`src/sv/mcp_pkg.sv`:
```
// package for the mqtt connect payload parser
// section codes, status codes, shared structs and next-section function; no dependencies
package mcp_pkg;

    // section tags
    localparam logic [3:0] SEC_NAME_LEN   = 4'd0;
    localparam logic [3:0] SEC_NAME       = 4'd1;
    localparam logic [3:0] SEC_LEVEL      = 4'd2;
    localparam logic [3:0] SEC_FLAGS      = 4'd3;
    localparam logic [3:0] SEC_KEEPALIVE  = 4'd4;
    localparam logic [3:0] SEC_ID_LEN     = 4'd5;
    localparam logic [3:0] SEC_ID         = 4'd6;
    localparam logic [3:0] SEC_WTOPIC_LEN = 4'd7;
    localparam logic [3:0] SEC_WTOPIC     = 4'd8;
    localparam logic [3:0] SEC_WMSG_LEN   = 4'd9;
    localparam logic [3:0] SEC_WMSG       = 4'd10;
    localparam logic [3:0] SEC_USER_LEN   = 4'd11;
    localparam logic [3:0] SEC_USER       = 4'd12;
    localparam logic [3:0] SEC_PW_LEN     = 4'd13;
    localparam logic [3:0] SEC_PW         = 4'd14;
    localparam logic [3:0] SEC_TRAILING   = 4'd15;

    // status codes
    localparam logic [4:0] ST_BUSY       = 5'd0;
    localparam logic [4:0] ST_DONE       = 5'd1;
    localparam logic [4:0] ST_TRUNC_BASE = 5'd2;

    // connect flag bit positions
    localparam int FLAG_USER    = 7;
    localparam int FLAG_PW      = 6;
    localparam int FLAG_RETAIN  = 5;
    localparam int FLAG_QOS_HI  = 4;
    localparam int FLAG_QOS_LO  = 3;
    localparam int FLAG_WILL    = 2;
    localparam int FLAG_CLEAN   = 1;

    // one result transaction as carried through the queue
    typedef struct packed {
        logic [3:0]  section;
        logic [7:0]  byte_out;
        logic        is_content;
        logic [7:0]  flags;
        logic [15:0] alive_secs;
        logic [7:0]  proto_rev;
        logic [4:0]  status;
    } t_result;

    // queue status seen by the front and the back
    typedef struct packed {
        logic full;
        logic not_empty;
    } t_q_stat;

    // front parser state visible to the top level
    typedef struct packed {
        logic [3:0] section;
        logic       high_seen;
    } t_front_stat;

    // section entered once the string that starts at a length section ends
    function automatic logic [3:0] after_string(input logic [3:0] len_sec,
                                                input logic [7:0] flags);
        logic will_f;
        logic user_f;
        logic pw_f;
        logic [3:0] pw_next;
        logic [3:0] user_next;
        will_f    = flags[FLAG_WILL];
        user_f    = flags[FLAG_USER];
        pw_f      = flags[FLAG_PW];
        pw_next   = pw_f ? SEC_PW_LEN : SEC_TRAILING;
        user_next = user_f ? SEC_USER_LEN : pw_next;
        case (len_sec)
            SEC_NAME_LEN:   after_string = SEC_LEVEL;
            SEC_ID_LEN:     after_string = will_f ? SEC_WTOPIC_LEN : user_next;
            SEC_WTOPIC_LEN: after_string = SEC_WMSG_LEN;
            SEC_WMSG_LEN:   after_string = user_next;
            SEC_USER_LEN:   after_string = pw_next;
            default:        after_string = SEC_TRAILING;
        endcase
    endfunction

endpackage

```
`src/sv/mcp_front.sv`:
```
// front part: accepts bytes, walks the connect sections, builds result transactions
// depends on mcp_pkg
module mcp_front import mcp_pkg::*; (
    input  logic        i_clk,
    input  logic        i_rst_n,
    input  logic        i_fire,
    input  logic [7:0]  i_data_byte,
    input  logic        i_last_byte,
    output t_result     o_result,
    output t_front_stat o_stat
);

    logic [3:0]  r_section, n_section;
    logic        r_high_seen, n_high_seen;
    logic [7:0]  r_length_high, n_length_high;
    logic [15:0] r_remaining, n_remaining;
    logic [7:0]  r_flags, n_flags;
    logic [15:0] r_alive_secs, n_alive_secs;
    logic [7:0]  r_level, n_level;
    logic [15:0] w_len;
    logic        w_is_content;

    assign w_len = {r_length_high, i_data_byte};

    // section walk for one byte
    always_comb begin
        n_section     = r_section;
        n_high_seen   = r_high_seen;
        n_length_high = r_length_high;
        n_remaining   = r_remaining;
        n_flags       = r_flags;
        n_alive_secs  = r_alive_secs;
        n_level       = r_level;
        w_is_content  = 1'b0;
        unique case (r_section) inside
            SEC_NAME_LEN, SEC_ID_LEN, SEC_WTOPIC_LEN, SEC_WMSG_LEN, SEC_USER_LEN,
            SEC_PW_LEN: begin
                if (!r_high_seen) begin
                    n_high_seen   = 1'b1;
                    n_length_high = i_data_byte;
                end else begin
                    n_high_seen = 1'b0;
                    if (w_len == 16'd0) begin
                        n_section = after_string(r_section, r_flags);
                    end else begin
                        n_remaining = w_len;
                        n_section   = r_section + 4'd1;
                    end
                end
            end
            SEC_NAME, SEC_ID, SEC_WTOPIC, SEC_WMSG, SEC_USER, SEC_PW: begin
                w_is_content = 1'b1;
                if (r_remaining <= 16'd1) begin
                    n_remaining = 16'd0;
                    n_section   = after_string(r_section - 4'd1, r_flags);
                end else begin
                    n_remaining = r_remaining - 16'd1;
                end
            end
            SEC_LEVEL: begin
                n_level   = i_data_byte;
                n_section = SEC_FLAGS;
            end
            SEC_FLAGS: begin
                n_flags   = i_data_byte;
                n_section = SEC_KEEPALIVE;
            end
            SEC_KEEPALIVE: begin
                if (!r_high_seen) begin
                    n_high_seen   = 1'b1;
                    n_length_high = i_data_byte;
                end else begin
                    n_high_seen  = 1'b0;
                    n_alive_secs = w_len;
                    n_section    = SEC_ID_LEN;
                end
            end
            default: begin
                // trailing bytes change nothing
            end
        endcase
    end

    // result transaction, held fields after this byte
    always_comb begin
        o_result.section    = r_section;
        o_result.byte_out   = i_data_byte;
        o_result.is_content = w_is_content;
        o_result.flags      = n_flags;
        o_result.alive_secs = n_alive_secs;
        o_result.proto_rev  = n_level;
        if (!i_last_byte) begin
            o_result.status = ST_BUSY;
        end else if (n_section == SEC_TRAILING) begin
            o_result.status = ST_DONE;
        end else begin
            o_result.status = ST_TRUNC_BASE + {1'b0, n_section};
        end
    end

    // parser state, cleared at the end of each packet
    always_ff @(posedge i_clk) begin
        if (!i_rst_n || (i_fire && i_last_byte)) begin
            r_section     <= SEC_NAME_LEN;
            r_high_seen   <= 1'b0;
            r_length_high <= 8'd0;
            r_remaining   <= 16'd0;
            r_flags       <= 8'd0;
            r_alive_secs  <= 16'd0;
            r_level       <= 8'd0;
        end else if (i_fire) begin
            r_section     <= n_section;
            r_high_seen   <= n_high_seen;
            r_length_high <= n_length_high;
            r_remaining   <= n_remaining;
            r_flags       <= n_flags;
            r_alive_secs  <= n_alive_secs;
            r_level       <= n_level;
        end
    end

    assign o_stat.section   = r_section;
    assign o_stat.high_seen = r_high_seen;

endmodule

```
`src/sv/mcp_queue.sv`:
```
// two-entry queue of result transactions between front and back
// depends on mcp_pkg
module mcp_queue import mcp_pkg::*; (
    input  logic    i_clk,
    input  logic    i_rst_n,
    input  logic    i_push,
    input  t_result i_data,
    input  logic    i_pop,
    output t_result o_data,
    output t_q_stat o_stat
);

    t_result    r_mem [2];
    logic       r_wr_ptr;
    logic       r_rd_ptr;
    logic [1:0] r_count;
    logic [1:0] n_count;

    // occupancy
    always_comb begin
        n_count = r_count;
        if (i_push && !i_pop) begin
            n_count = r_count + 2'd1;
        end else if (i_pop && !i_push) begin
            n_count = r_count - 2'd1;
        end
    end

    // pointers and count
    always_ff @(posedge i_clk) begin
        if (!i_rst_n) begin
            r_wr_ptr <= 1'b0;
            r_rd_ptr <= 1'b0;
            r_count  <= 2'd0;
        end else begin
            r_count <= n_count;
            if (i_push) begin
                r_wr_ptr <= ~r_wr_ptr;
            end
            if (i_pop) begin
                r_rd_ptr <= ~r_rd_ptr;
            end
        end
    end

    // storage
    always_ff @(posedge i_clk) begin
        if (i_push) begin
            r_mem[r_wr_ptr] <= i_data;
        end
    end

    assign o_data           = r_mem[r_rd_ptr];
    assign o_stat.full      = (r_count == 2'd2);
    assign o_stat.not_empty = (r_count != 2'd0);

endmodule

```
`src/sv/mcp_back.sv`:
```
// back part: output register that presents result transactions downstream
// depends on mcp_pkg
module mcp_back import mcp_pkg::*; (
    input  logic    i_clk,
    input  logic    i_rst_n,
    input  t_result i_data,
    input  t_q_stat i_q_stat,
    output logic    o_pop,
    input  logic    i_stall,
    output logic    o_valid,
    output t_result o_result
);

    logic    r_valid;
    t_result r_result;

    // load when the register is empty or being taken
    assign o_pop = i_q_stat.not_empty && (!r_valid || !i_stall);

    always_ff @(posedge i_clk) begin
        if (!i_rst_n) begin
            r_valid <= 1'b0;
        end else if (!r_valid || !i_stall) begin
            r_valid <= i_q_stat.not_empty;
        end
    end

    always_ff @(posedge i_clk) begin
        if (o_pop) begin
            r_result <= i_data;
        end
    end

    assign o_valid  = r_valid;
    assign o_result = r_result;

endmodule

```
`src/sv/mqtt_connect_payload_parser.sv`:
```
// top level of the mqtt connect payload parser
// depends on mcp_pkg, mcp_front, mcp_queue, mcp_back
//
// channel  | direction | handshake          | payload
// ---------+-----------+--------------------+------------------------------------------
// input    | in        | i_valid / o_stall  | i_data_byte, i_last_byte
// result   | out       | o_valid / i_stall  | o_section .. o_status (one per input byte)
//
// one byte accepted per cycle while o_stall is low; the front's section state machine
// updates in that cycle; its result goes through the queue, then the output register.
// reset is synchronous, active low, and clears the parser and both queue and output.
// o_stall rises only when the two-entry queue is full; with bytes arriving back to
// back, stalling the output while the output register holds fills it.
module mqtt_connect_payload_parser import mcp_pkg::*; (
    input  logic        i_clk,
    input  logic        i_rst_n,
    input  logic        i_valid,
    output logic        o_stall,
    input  logic [7:0]  i_data_byte,
    input  logic        i_last_byte,
    output logic        o_valid,
    input  logic        i_stall,
    output logic [3:0]  o_section,
    output logic [7:0]  o_byte_out,
    output logic        o_is_content,
    output logic        o_username_present,
    output logic        o_password_present,
    output logic        o_lwt_retain,
    output logic [1:0]  o_lwt_qos,
    output logic        o_will_present,
    output logic        o_clean_start,
    output logic [15:0] o_alive_secs,
    output logic [7:0]  o_proto_rev,
    output logic [4:0]  o_status
);

    logic        w_in_fire;
    logic        w_pop;
    t_result     w_front_result;
    t_result     w_q_data;
    t_result     w_out;
    t_q_stat     w_q_stat;
    t_front_stat w_front_stat;

    assign o_stall   = w_q_stat.full;
    assign w_in_fire = i_valid && !w_q_stat.full;

    // section walk
    mcp_front u_front (
        .i_clk       (i_clk),
        .i_rst_n     (i_rst_n),
        .i_fire      (w_in_fire),
        .i_data_byte (i_data_byte),
        .i_last_byte (i_last_byte),
        .o_result    (w_front_result),
        .o_stat      (w_front_stat)
    );

    // decoupling queue
    mcp_queue u_queue (
        .i_clk   (i_clk),
        .i_rst_n (i_rst_n),
        .i_push  (w_in_fire),
        .i_data  (w_front_result),
        .i_pop   (w_pop),
        .o_data  (w_q_data),
        .o_stat  (w_q_stat)
    );

    // output register
    mcp_back u_back (
        .i_clk    (i_clk),
        .i_rst_n  (i_rst_n),
        .i_data   (w_q_data),
        .i_q_stat (w_q_stat),
        .o_pop    (w_pop),
        .i_stall  (i_stall),
        .o_valid  (o_valid),
        .o_result (w_out)
    );

    // unpack result fields
    assign o_section          = w_out.section;
    assign o_byte_out         = w_out.byte_out;
    assign o_is_content       = w_out.is_content;
    assign o_username_present = w_out.flags[FLAG_USER];
    assign o_password_present = w_out.flags[FLAG_PW];
    assign o_lwt_retain       = w_out.flags[FLAG_RETAIN];
    assign o_lwt_qos          = w_out.flags[FLAG_QOS_HI:FLAG_QOS_LO];
    assign o_will_present     = w_out.flags[FLAG_WILL];
    assign o_clean_start      = w_out.flags[FLAG_CLEAN];
    assign o_alive_secs       = w_out.alive_secs;
    assign o_proto_rev        = w_out.proto_rev;
    assign o_status           = w_out.status;

`ifndef ASSERT_OFF
    // the last byte of a packet returns the parser to its start
    a_packet_restart: assert property (@(posedge i_clk) disable iff (!i_rst_n)
        (w_in_fire && i_last_byte) |=>
            (w_front_stat.section == SEC_NAME_LEN && !w_front_stat.high_seen))
        else $error("parser did not return to start after last byte");

    // the queue cannot be full and empty at once
    a_queue_consistent: assert property (@(posedge i_clk) disable iff (!i_rst_n)
        !(w_q_stat.full && !w_q_stat.not_empty))
        else $error("queue status inconsistent");

    // nothing is presented in the cycle after reset
    a_reset_idle: assert property (@(posedge i_clk)
        !i_rst_n |=> !o_valid)
        else $error("output valid right after reset");

    // a free output register never leaves a queued transaction waiting
    a_no_bubble: assert property (@(posedge i_clk) disable iff (!i_rst_n)
        (w_q_stat.not_empty && !o_valid) |-> w_pop)
        else $error("queued transaction not moved to empty output register");
`endif

endmodule

```
`config.mk`:
```
export PLATFORM = sky130hd
export DESIGN_NAME = mqtt_connect_payload_parser
export DESIGN_NICKNAME = d
export VERILOG_FILES = /design/src/sv/mcp_pkg.sv /design/src/sv/mcp_front.sv /design/src/sv/mcp_queue.sv /design/src/sv/mcp_back.sv /design/src/sv/mqtt_connect_payload_parser.sv
export SDC_FILE = /design/constraint.sdc
export NUM_CORES = 1
export LEC_CHECK = 0
export BUFFER_PORTS_ARGS = -buffer_cell sky130_fd_sc_hd__buf_2
export CAP_MARGIN = 10
export CORE_MARGIN = 3
export CORE_UTILIZATION = 55
export DETAILED_ROUTE_END_ITERATION = 16
export GPL_TIMING_DRIVEN = 0
export PLACE_DENSITY = 0.86
export SLEW_MARGIN = 20
export SYNTH_ARGS = -nofsm -noshare
export SYNTH_HDL_FRONTEND = slang
export SYNTH_SLANG_ARGS = --single-unit
export TNS_END_PERCENT = 50
```
`constraint.sdc`:
```
create_clock -name i_clk -period 5.7 [get_ports i_clk]
set_input_delay 1.71 -clock i_clk [delete_from_list [all_inputs] [get_ports i_clk]]
set_output_delay 1.71 -clock i_clk [all_outputs]
set_load 0.05 [all_outputs]
```
==> results.cfg, run 1 <==
[cts]
hold_buffers = 0
insertion_delay_ns = 0.50
clockRootBuffer = clkbuf_16
cts_buffers = 20
cts-resized-gates = 0
cts_num_sinks = 212
htreeDepth = 1
clk_path_buf_depth = 3
post-cts-setup-buffer-count = 0
cts_tree = done
path_clk_slew_ns = 0.06

[setup_path]
end_kind = register
criticalPathCategory = reg -> reg
arrival_ns = 4.12
start_kind = register
cp_max_fo = 10
cp.required_ns = 5.92
cp_slowest_cell = dfxtp_1
max_stage_delay_ns = 0.50
cp_cell_sequence = clkbuf_1 > inv_1 > ha_1 > clkbuf_1 > or3_1 > o2111ai_1 > nor2_1 > a22oi_1 > o211ai_2 > and2_1 > ha_1 > o311a_1

[layout]
fillers = 1066
antenna_cells = 0
final_cell_mix = 147 x edfxtp_1, 85 x nand2_1, 79 x mux2_2
final_common_cell = edfxtp_1
drive_gt1_share_pct = 25.2
area_delta_synth_final_pct = 15.0
fin_nets = 843

[timing]
hold-worst-slack_ns = 0.453
fin_skew_ns = 0.0250
setup_violations = 0
rsz0062_at_grt = no
fmax_mhz = 256
finalCritPeriodShare_pct = 68.4
slew_headroom_pct = 50.2
fin_tns_setup_ns = 0
hold_violations = 0
drv_slew = 0
period_needed_ns = 3.90
worst_pin_slew_ns = 0.748

[floorplan]
die_h_um = 135
placementRows = 46
ios = 64
start_util_pct = 56.9
coreArea_um2 = 16100
dieArea_um2 = 18300
fp.dieW_um = 135

[logic_synthesis]
ys_seq_area_share_pct = 62.3
synth.avg_cell_area_um2 = 12.5
syn_nets = 755
synthArstFlopShare_pct = 0
synth_warnings = 0
synth_area_um2 = 9170
synthFlopType = edfxtp_1
synth-seq-cells = 212
ys_types = 77
syn_inst = 733
synth-edff-count = 147

[flow_run]
cap_violations = 0

[routing]
via_per_inst = 6.19
drtIter0Drc = 761
ant_nets = 0
dr.pass1.iters = 6
routed_wl_um = 22600
post_drt_wl_per_cell_um = 21.5
num_vias = 6496
drcViolationCount = 0

[global_route]
grt_pass1_vias = 6125
antenna_found_initial = 0
grt.total_usage_pct = 24.2
grt_max_degree = 50
grt_pass1_wl_um = 34600
gr-total-overflow = 0

[place]
place.gp.congestion = 0.948
numPortBuffers = 63
dp_hpwl_um = 14200

[power_and_ir_drop]
p_per_area_nw_per_um2 = 574
ir_drop_mv = 0.335
p_leak_nw = 3.78

[min_path]
hp-class = reg -> reg

[outcome]
status = completed
-- registers in the layout, summed over array words and instances (netlist names) --
name,count
u_queue.r_mem,98
u_back.o_result,49
u_front.r_alive_secs,16
u_front.r_remaining,16
u_front.r_length_high,8
u_front.r_level,8
u_front.r_flags,7
u_front.r_section,4
u_queue.r_count,2
u_back.o_valid,1
u_front.r_high_seen,1
u_queue.r_rd_ptr,1
u_queue.r_wr_ptr,1
-- synthesized netlist by cell type, types with 3 or more instances --
master / n / area share, %
a211oi_1: 7 / 0.57
a21boi_0: 3 / 0.25
a21o_1: 3 / 0.25
a21oi_1: 46 / 2.5
a221oi_1: 3 / 0.29
a22oi_1: 13 / 1.1
a2bb2oi_1: 3 / 0.29
a31oi_1: 3 / 0.20
a32o_1: 3 / 0.33
and2_1: 7 / 0.48
and3_1: 3 / 0.20
buf_2: 12 / 0.65
clkbuf_1: 29 / 1.2
dfxtp_1: 65 / 14
edfxtp_1: 147 / 48
ha_1: 9 / 1.2
inv_1: 12 / 0.49
mux2_2: 79 / 9.7
mux2i_1: 10 / 1.1
nand2_1: 85 / 3.5
nand2b_1: 11 / 0.75
nand3_1: 3 / 0.16
nor2_1: 49 / 2.0
nor2b_1: 6 / 0.41
nor3_1: 11 / 0.60
nor4_1: 7 / 0.48
o211ai_1: 3 / 0.25
o21a_1: 3 / 0.25
o21ai_0: 30 / 1.6
o21ai_1: 5 / 0.27
or3_1: 3 / 0.20
xnor2_1: 6 / 0.57
xor2_1: 4 / 0.38
-- power breakdown --
group | switching, mW | leakage, nW | internal [mW]
sequential | 0.129 | 1.94 | 2.09
combinational | 1.65 | 1.51 | 0.766
clock | 0.544 | 0.339 | 0.876
-- through the flow --
step / setup slack, ns / power, mW / std cells / area, um2 / utilization, %
6_report: 1.80 / 6.05 / 1050 / 10600 / 65.5
5_1_grt: 1.58 / 6.30 / 1050 / 10600 / 65.5
4_1_cts: 1.84 / 6.04 / 1050 / 10600 / 65.5
3_5_place_dp: 1.37 / 4.61 / 1015 / 9850 / 61.1
3_3_place_gp: -0.319 / 4.53 / 1012 / 9760 / 60.6
2_1_floorplan: 1.18 / 4.02 / 733 / 9170 / -
-- routing by layer --
| layer | vias up | wire (um) | global-route usage [%] |
|---|---|---|---|
| met5 | - | 0 | 0 |
| met4 | 0 | 621 | 7.33 |
| met3 | 63 | 1920 | 3.94 |
| met2 | 396 | 11000 | 40.3 |
| met1 | 3155 | 8980 | 32.9 |
| li1 | 2882 | - | - |
-- critical path, delay by kind of cell, from the launching register on --
| kind | cells | cell delay (ns) |
|---|---|---|
| fa+ha+maj | 2 | 0.46 |
| buf+inv | 3 | 0.86 |
| simple gates | 3 | 0.72 |
| compound gates | 4 | 1.09 |
| flops | 1 | 0.50 |
-- cell type report --
class / count / area, um2 / area share [%]
sequential: 212 / 5720 / 54.2
clock inverter: 10 / 186 / 1.77
timing repair buffer: 66 / 390 / 3.70
buffer: 44 / 199 / 1.89
clock buffer: 25 / 519 / 4.92
multi-input combinational: 462 / 3210 / 30.4
inverter: 15 / 61.3 / 0.581
tap: 216 / 270 / 2.56
-- final timing paths --
| path | start | end | cells after the start | slack (ns) |
|---|---|---|---|---|
| max | u_front.r_section[0] | u_queue.r_mem[0][3] | 12 | 1.80 |
| min | u_front.r_alive_secs[12] | u_front.r_alive_secs[12] | 2 | 0.45 |
| max reg2reg | u_front.r_section[0] | u_queue.r_mem[0][3] | 12 | 1.80 |
| min reg2reg | u_front.r_alive_secs[12] | u_front.r_alive_secs[12] | 2 | 0.45 |
-- cell families after synthesis --
family / synth area share (%)
DFF: 62.3
muxes: 10.8
and+or+nand+nor: 10.8
buffers and inverters: 2.84
xor gates and xnor gates: 0.955
adders and majority gates: 1.23
AOI/OAI and AO/OA: 11.1
No activity file was read; power rests on OpenSTA's default activity.
==> run 2, diff against run 1 <==
CORE_UTILIZATION = 54   (was 55)
PLACE_DENSITY = 0.87   (was 0.86)
clock period = 3.5 ns   (was 5.7 ns; I/O delays follow)
==> run 2 against run 1 <==
Routed wire length increased by 0.90%. Largest cell class unchanged. Global-route usage decreased by 0.12 points. Clock skew increased by 0.0057 ns. Critical endpoint is now u_queue.r_mem[1][3].
==> results.cfg, run 2 (same netlist as run 1, synthesis figures left out) <==
[outcome]
status = completed

[floorplan]
placementRows = 47
ios = 64
start_util_pct = 55.3
dieArea_um2 = 18600
fp.dieW_um = 136
coreArea_um2 = 16600
die_h_um = 136

[place]
placed_cell_area_um2 = 9850
place.gp.congestion = 0.881
numPortBuffers = 63
dp_hpwl_um = 14400
dpl.cell_count = 1019

[setup_path]
crit_top_cell = ha_1
criticalPathCategory = reg -> reg
r2r_cells = 12
cp_max_fo = 10
max_stage_delay_ns = 0.41
cp-startpoint = u_front.r_section[0]
start_kind = register
cp_slowest_cell = dfxtp_2
r2r_start = u_front.r_section[0]
setup.reg_to_reg.worst_slack_ns = 0.19
cp.required_ns = 3.73
cp-endpoint = u_queue.r_mem[1][3]
cp_cell_sequence = clkbuf_4 > inv_1 > ha_1 > clkbuf_1 > o21ai_0 > o21a_1 > buf_2 > clkinv_4 > o21ai_4 > o211ai_4 > ha_1 > o311a_1
end_kind = register
r2r_end = u_queue.r_mem[1][3]
arrival_ns = 3.53

[layout]
multi_input_area_um2 = 3220
fin_nets = 842
antenna_cells = 0
fin_cells = 1055
design_area_um2 = 10500
final_core_util_pct = 63.4
fillers = 1135
largest_reg_flops = 98
seq_area_um2 = 5720
area_delta_synth_final_pct = 14.7
top_register = u_queue.r_mem
final_common_cell = edfxtp_1
final_cell_mix = 147 x edfxtp_1, 85 x nand2_1, 79 x mux2_2
drive_gt1_share_pct = 26.2

[global_route]
grt_pass1_vias = 6449
grt.total_usage_pct = 24.1
antenna_found_initial = 0
grt_pass1_wl_um = 34700
grt_max_degree = 50
gr-total-overflow = 0

[timing]
finalCritPeriodShare_pct = 94.5
period_needed_ns = 3.31
drv_slew = 0
hold_violations = 0
fin_skew_ns = 0.0306
fmax_mhz = 302
rsz0062_at_grt = no
setup_violations = 0
slew_headroom_pct = 51.0
worst_pin_slew_ns = 0.734

[power_and_ir_drop]
p_per_area_nw_per_um2 = 928
ir_drop_mv = 0.745
power_mw = 9.76
p_leak_nw = 3.76

[routing]
via_per_inst = 6.22
dr.pass1.iters = 5
num_vias = 6561
drtIter0Drc = 814
drcViolationCount = 0
ant_nets = 0
routed_wl_um = 22800
post_drt_wl_per_cell_um = 21.6

[min_path]
hp-class = reg -> reg

[cts]
insertion_delay_ns = 0.51
cts_tree = done
htreeDepth = 1
cts_num_sinks = 212
clockRootBuffer = clkbuf_16
cts_buffers = 21
clk_path_buf_depth = 3
post-cts-setup-buffer-count = 0
path_clk_slew_ns = 0.06

[flow_run]
cap_violations = 0
==> run 2: cell count changes in the layout (fill, tap and decap cells not counted), sizes merged <==
| cell | previous run | this run |
|---|---|---|
| clkinv | 6 | 3 |
| bufinv | 5 | 1 |
| clkinvlp | 0 | 2 |
| inv | 14 | 15 |
| clkbuf | 54 | 59 |
==> run 2: where the power goes <==
group	total, mW	switching (mW)	internal (mW)
Combinational	3.98	2.71	1.26
Sequential	3.61	0.211	3.40
Clock	2.17	0.929	1.24
==> run 2: stage by stage <==
step                      hold slack (ns)  worst slack (ns)  TNS, ns
after floorplan                     0.420             0.298        0
after global placement              0.438            -0.460   -23.32
after detailed placement            0.447            -0.289   -0.824
after CTS                           0.466            0.0308        0
after global routing                0.482           0.00718        0
final                               0.467             0.192        0
==> run 2: final cells by class <==
cell class                      count  share of cell area [%]
Sequential cell                   212                    54.4
Multi-Input combinational cell    462                    30.6
Clock buffer                       32                    5.58
Timing Repair Buffer               66                    3.71
Tap cell                          220                    2.62
Buffer                             42                    1.89
Clock inverter                      6                   0.642
Inverter                           15                   0.583
==> run 2: per-layer routing <==
layer  routed length (um)  vias up  track usage (%)
li1                     -     2883                -
met1                 8700     3142             30.2
met2                11300      451             40.8
met3                 1950       85             3.48
met4                  853        0             12.1
met5                    0        -                0
==> run 2: repair_timing <==
item                       in CTS  in global routing
pin swaps                       0                  0
setup endpoints to repair       6                  4
hold buffers                    0                  0
gates resized for setup         5                  6
==> run 2: worst min-delay path by stage <==
stage | endpoint | startpoint | cells past startpoint
final | u_front.r_alive_secs[11] | u_front.r_alive_secs[11] | 2
after global routing | u_front.r_alive_secs[0] | u_front.r_alive_secs[0] | 2
after CTS | u_front.r_alive_secs[15] | u_front.r_alive_secs[15] | 2
after detailed placement | u_front.r_level[6] | u_front.r_level[6] | 2
after global placement | u_front.r_alive_secs[7] | u_front.r_alive_secs[7] | 2
after floorplan | u_queue.r_mem[0][49] | u_front.r_section[3] | 0
==> run 2: critical path: cells and delay by family (launching register included) <==
family                     cells  cell delay (ns)
DFF                            1             0.41
adders and majority gates      2             0.49
AOI/OAI and AO/OA              5             1.06
buffers and inverters          5             1.08
==> run 3, diff against run 2 <==
MAX_ROUTING_LAYER = met4   (was default)
==> run 3 against run 2 <==
Global-route usage down 0.73 points. Register-to-register slack about the same. Core utilization about the same. Routed wire length fell by 5.7%. Sequential power about the same. Clock power about the same. Die area unchanged.
==> results.cfg, run 3 (same netlist as run 1, synthesis figures left out) <==
[global_route]
grt.met1_usage_pct = 29.6
gr-total-overflow = 0
antenna_found_initial = 0
grt_pass1_wl_um = 32900
grt.total_usage_pct = 23.3
use_met3_pct = 3.22
grt_max_degree = 50
grt_pass1_vias = 6168
grt_busiest_layer = met2
gr-usage-met2_pct = 37.9

[cts]
cts_num_sinks = 212
hold_buffers = 0
clk_path_buf_depth = 3
path_clk_slew_ns = 0.06
clockRootBuffer = clkbuf_16
insertion_delay_ns = 0.50
htreeDepth = 1
cts_buffers = 21
cts_tree = done
post-cts-setup-buffer-count = 0

[routing]
post_drt_wl_per_cell_um = 20.4
drcViolationCount = 0
drtIter0Drc = 697
num_vias = 6362
via_per_inst = 6.03
ant_nets = 0
routed_wl_um = 21500
dr.pass1.iters = 5

[setup_path]
setup.reg_to_reg.worst_slack_ns = 0.19
criticalPathCategory = reg -> reg
cp_max_fo = 10
end_kind = register
cp.required_ns = 3.73
r2r_cells = 10
r2r_start = u_front.r_section[0]
start_kind = register
arrival_ns = 3.53
r2r_end = u_queue.r_mem[1][3]

[layout]
fin_cells = 1055
design_area_um2 = 10500
final_core_util_pct = 63.4
drive_gt1_share_pct = 26.1
final_common_cell = edfxtp_1
area_delta_synth_final_pct = 14.7
final_cell_mix = 147 x edfxtp_1, 85 x nand2_1, 79 x mux2_2
fin_nets = 842
top_register = u_queue.r_mem
largest_reg_flops = 98
fillers = 1147
antenna_cells = 0

[min_path]
whs_endpoint = u_front.r_level[5]
min_from = u_front.r_level[5]
hp-class = reg -> reg
hold_depth = 2

[floorplan]
placementRows = 47
die_h_um = 136
ios = 64
start_util_pct = 55.3
fp.dieW_um = 136
dieArea_um2 = 18600
coreArea_um2 = 16600

[timing]
period_needed_ns = 3.31
hold-worst-slack_ns = 0.451
finalCritPeriodShare_pct = 94.5
fmax_mhz = 302
fin_tns_setup_ns = 0
rsz0062_at_grt = no
worst_pin_slew_ns = 0.735
hold_violations = 0
fin_skew_ns = 0.0203
slew_headroom_pct = 51.0
drv_slew = 0
setup_slack_ns = 0.191
setup_violations = 0

[power_and_ir_drop]
p_leak_nw = 3.77
p_per_area_nw_per_um2 = 921
power_mw = 9.69
ir_drop_mv = 0.685

[flow_run]
cap_violations = 0

[outcome]
status = completed

[place]
placed_cell_area_um2 = 9840
numPortBuffers = 63
pre_cts_ws_ns = -0.335
place.gp.congestion = 0.901
dp_hpwl_um = 14300
dpl.cell_count = 1019
-- run 3: cell count changes in the layout (fill, tap and decap cells not counted) --
cell	delta
buf_16	-1
buf_12	+1
clkinv_4	-1
clkinvlp_4	-2
clkbuf_8	+1
and2_2	-1
clkinv_8	+1
and2_1	+1
clkinv_2	+1
-- run 3: critical path, cell delays in order (launching register included) --
cell and delay, ns:
dfxtp_2 0.42, clkbuf_4 0.25, inv_1 0.12, ha_1 0.24, clkbuf_1 0.26, and2_1 0.43
nor4_1 0.38, a22oi_2 0.14, and2_1 0.21, ha_1 0.23, o311a_1 0.37
-- run 3: final cells by class --
| type | instances | area (um2) | area share (%) |
|---|---|---|---|
| clock buffer | 33 | 601 | 5.71 |
| sequential | 212 | 5720 | 54.3 |
| buffer | 42 | 199 | 1.89 |
| clock inverter | 5 | 65.1 | 0.618 |
| tap | 220 | 275 | 2.62 |
| multi-input combinational | 462 | 3220 | 30.6 |
| inverter | 15 | 61.3 | 0.583 |
| timing repair buffer | 66 | 383 | 3.64 |
-- run 3: what timing repair did --
action                     CTS  global route
pin swaps                    0             1
hold endpoints to repair     0             0
resized for setup            5             5
setup endpoints to repair   11             4
-- run 3: where the power goes --
group | internal (mW) | switching, mW | leakage [nW]
Combinational | 1.26 | 2.67 | 1.51
Clock | 1.26 | 0.892 | 0.324
Sequential | 3.40 | 0.207 | 1.94
Total | 5.92 | 3.77 | 3.77
-- run 3: routing by layer --
| metal | vias up | part of all wire [%] |
|---|---|---|
| met2 | 329 | 49 |
| met4 | 0 | 3.8 |
| met3 | 69 | 8.0 |
| met5 | - | 0 |
| met1 | 3084 | 39 |
| li1 | 2880 | - |
-- run 3: worst max-delay path by stage --
stage,startpoint,endpoint
2_1_floorplan,u_front.r_section[0],u_queue.r_mem[0][3]
3_3_place_gp,i_valid,u_queue.r_mem[0][25]
3_5_place_dp,u_front.r_section[0],u_queue.r_mem[0][3]
4_1_cts,u_front.r_section[0],u_queue.r_mem[1][3]
5_1_grt,u_front.r_section[1],u_queue.r_mem[1][3]
6_report,u_front.r_section[0],u_queue.r_mem[1][3]
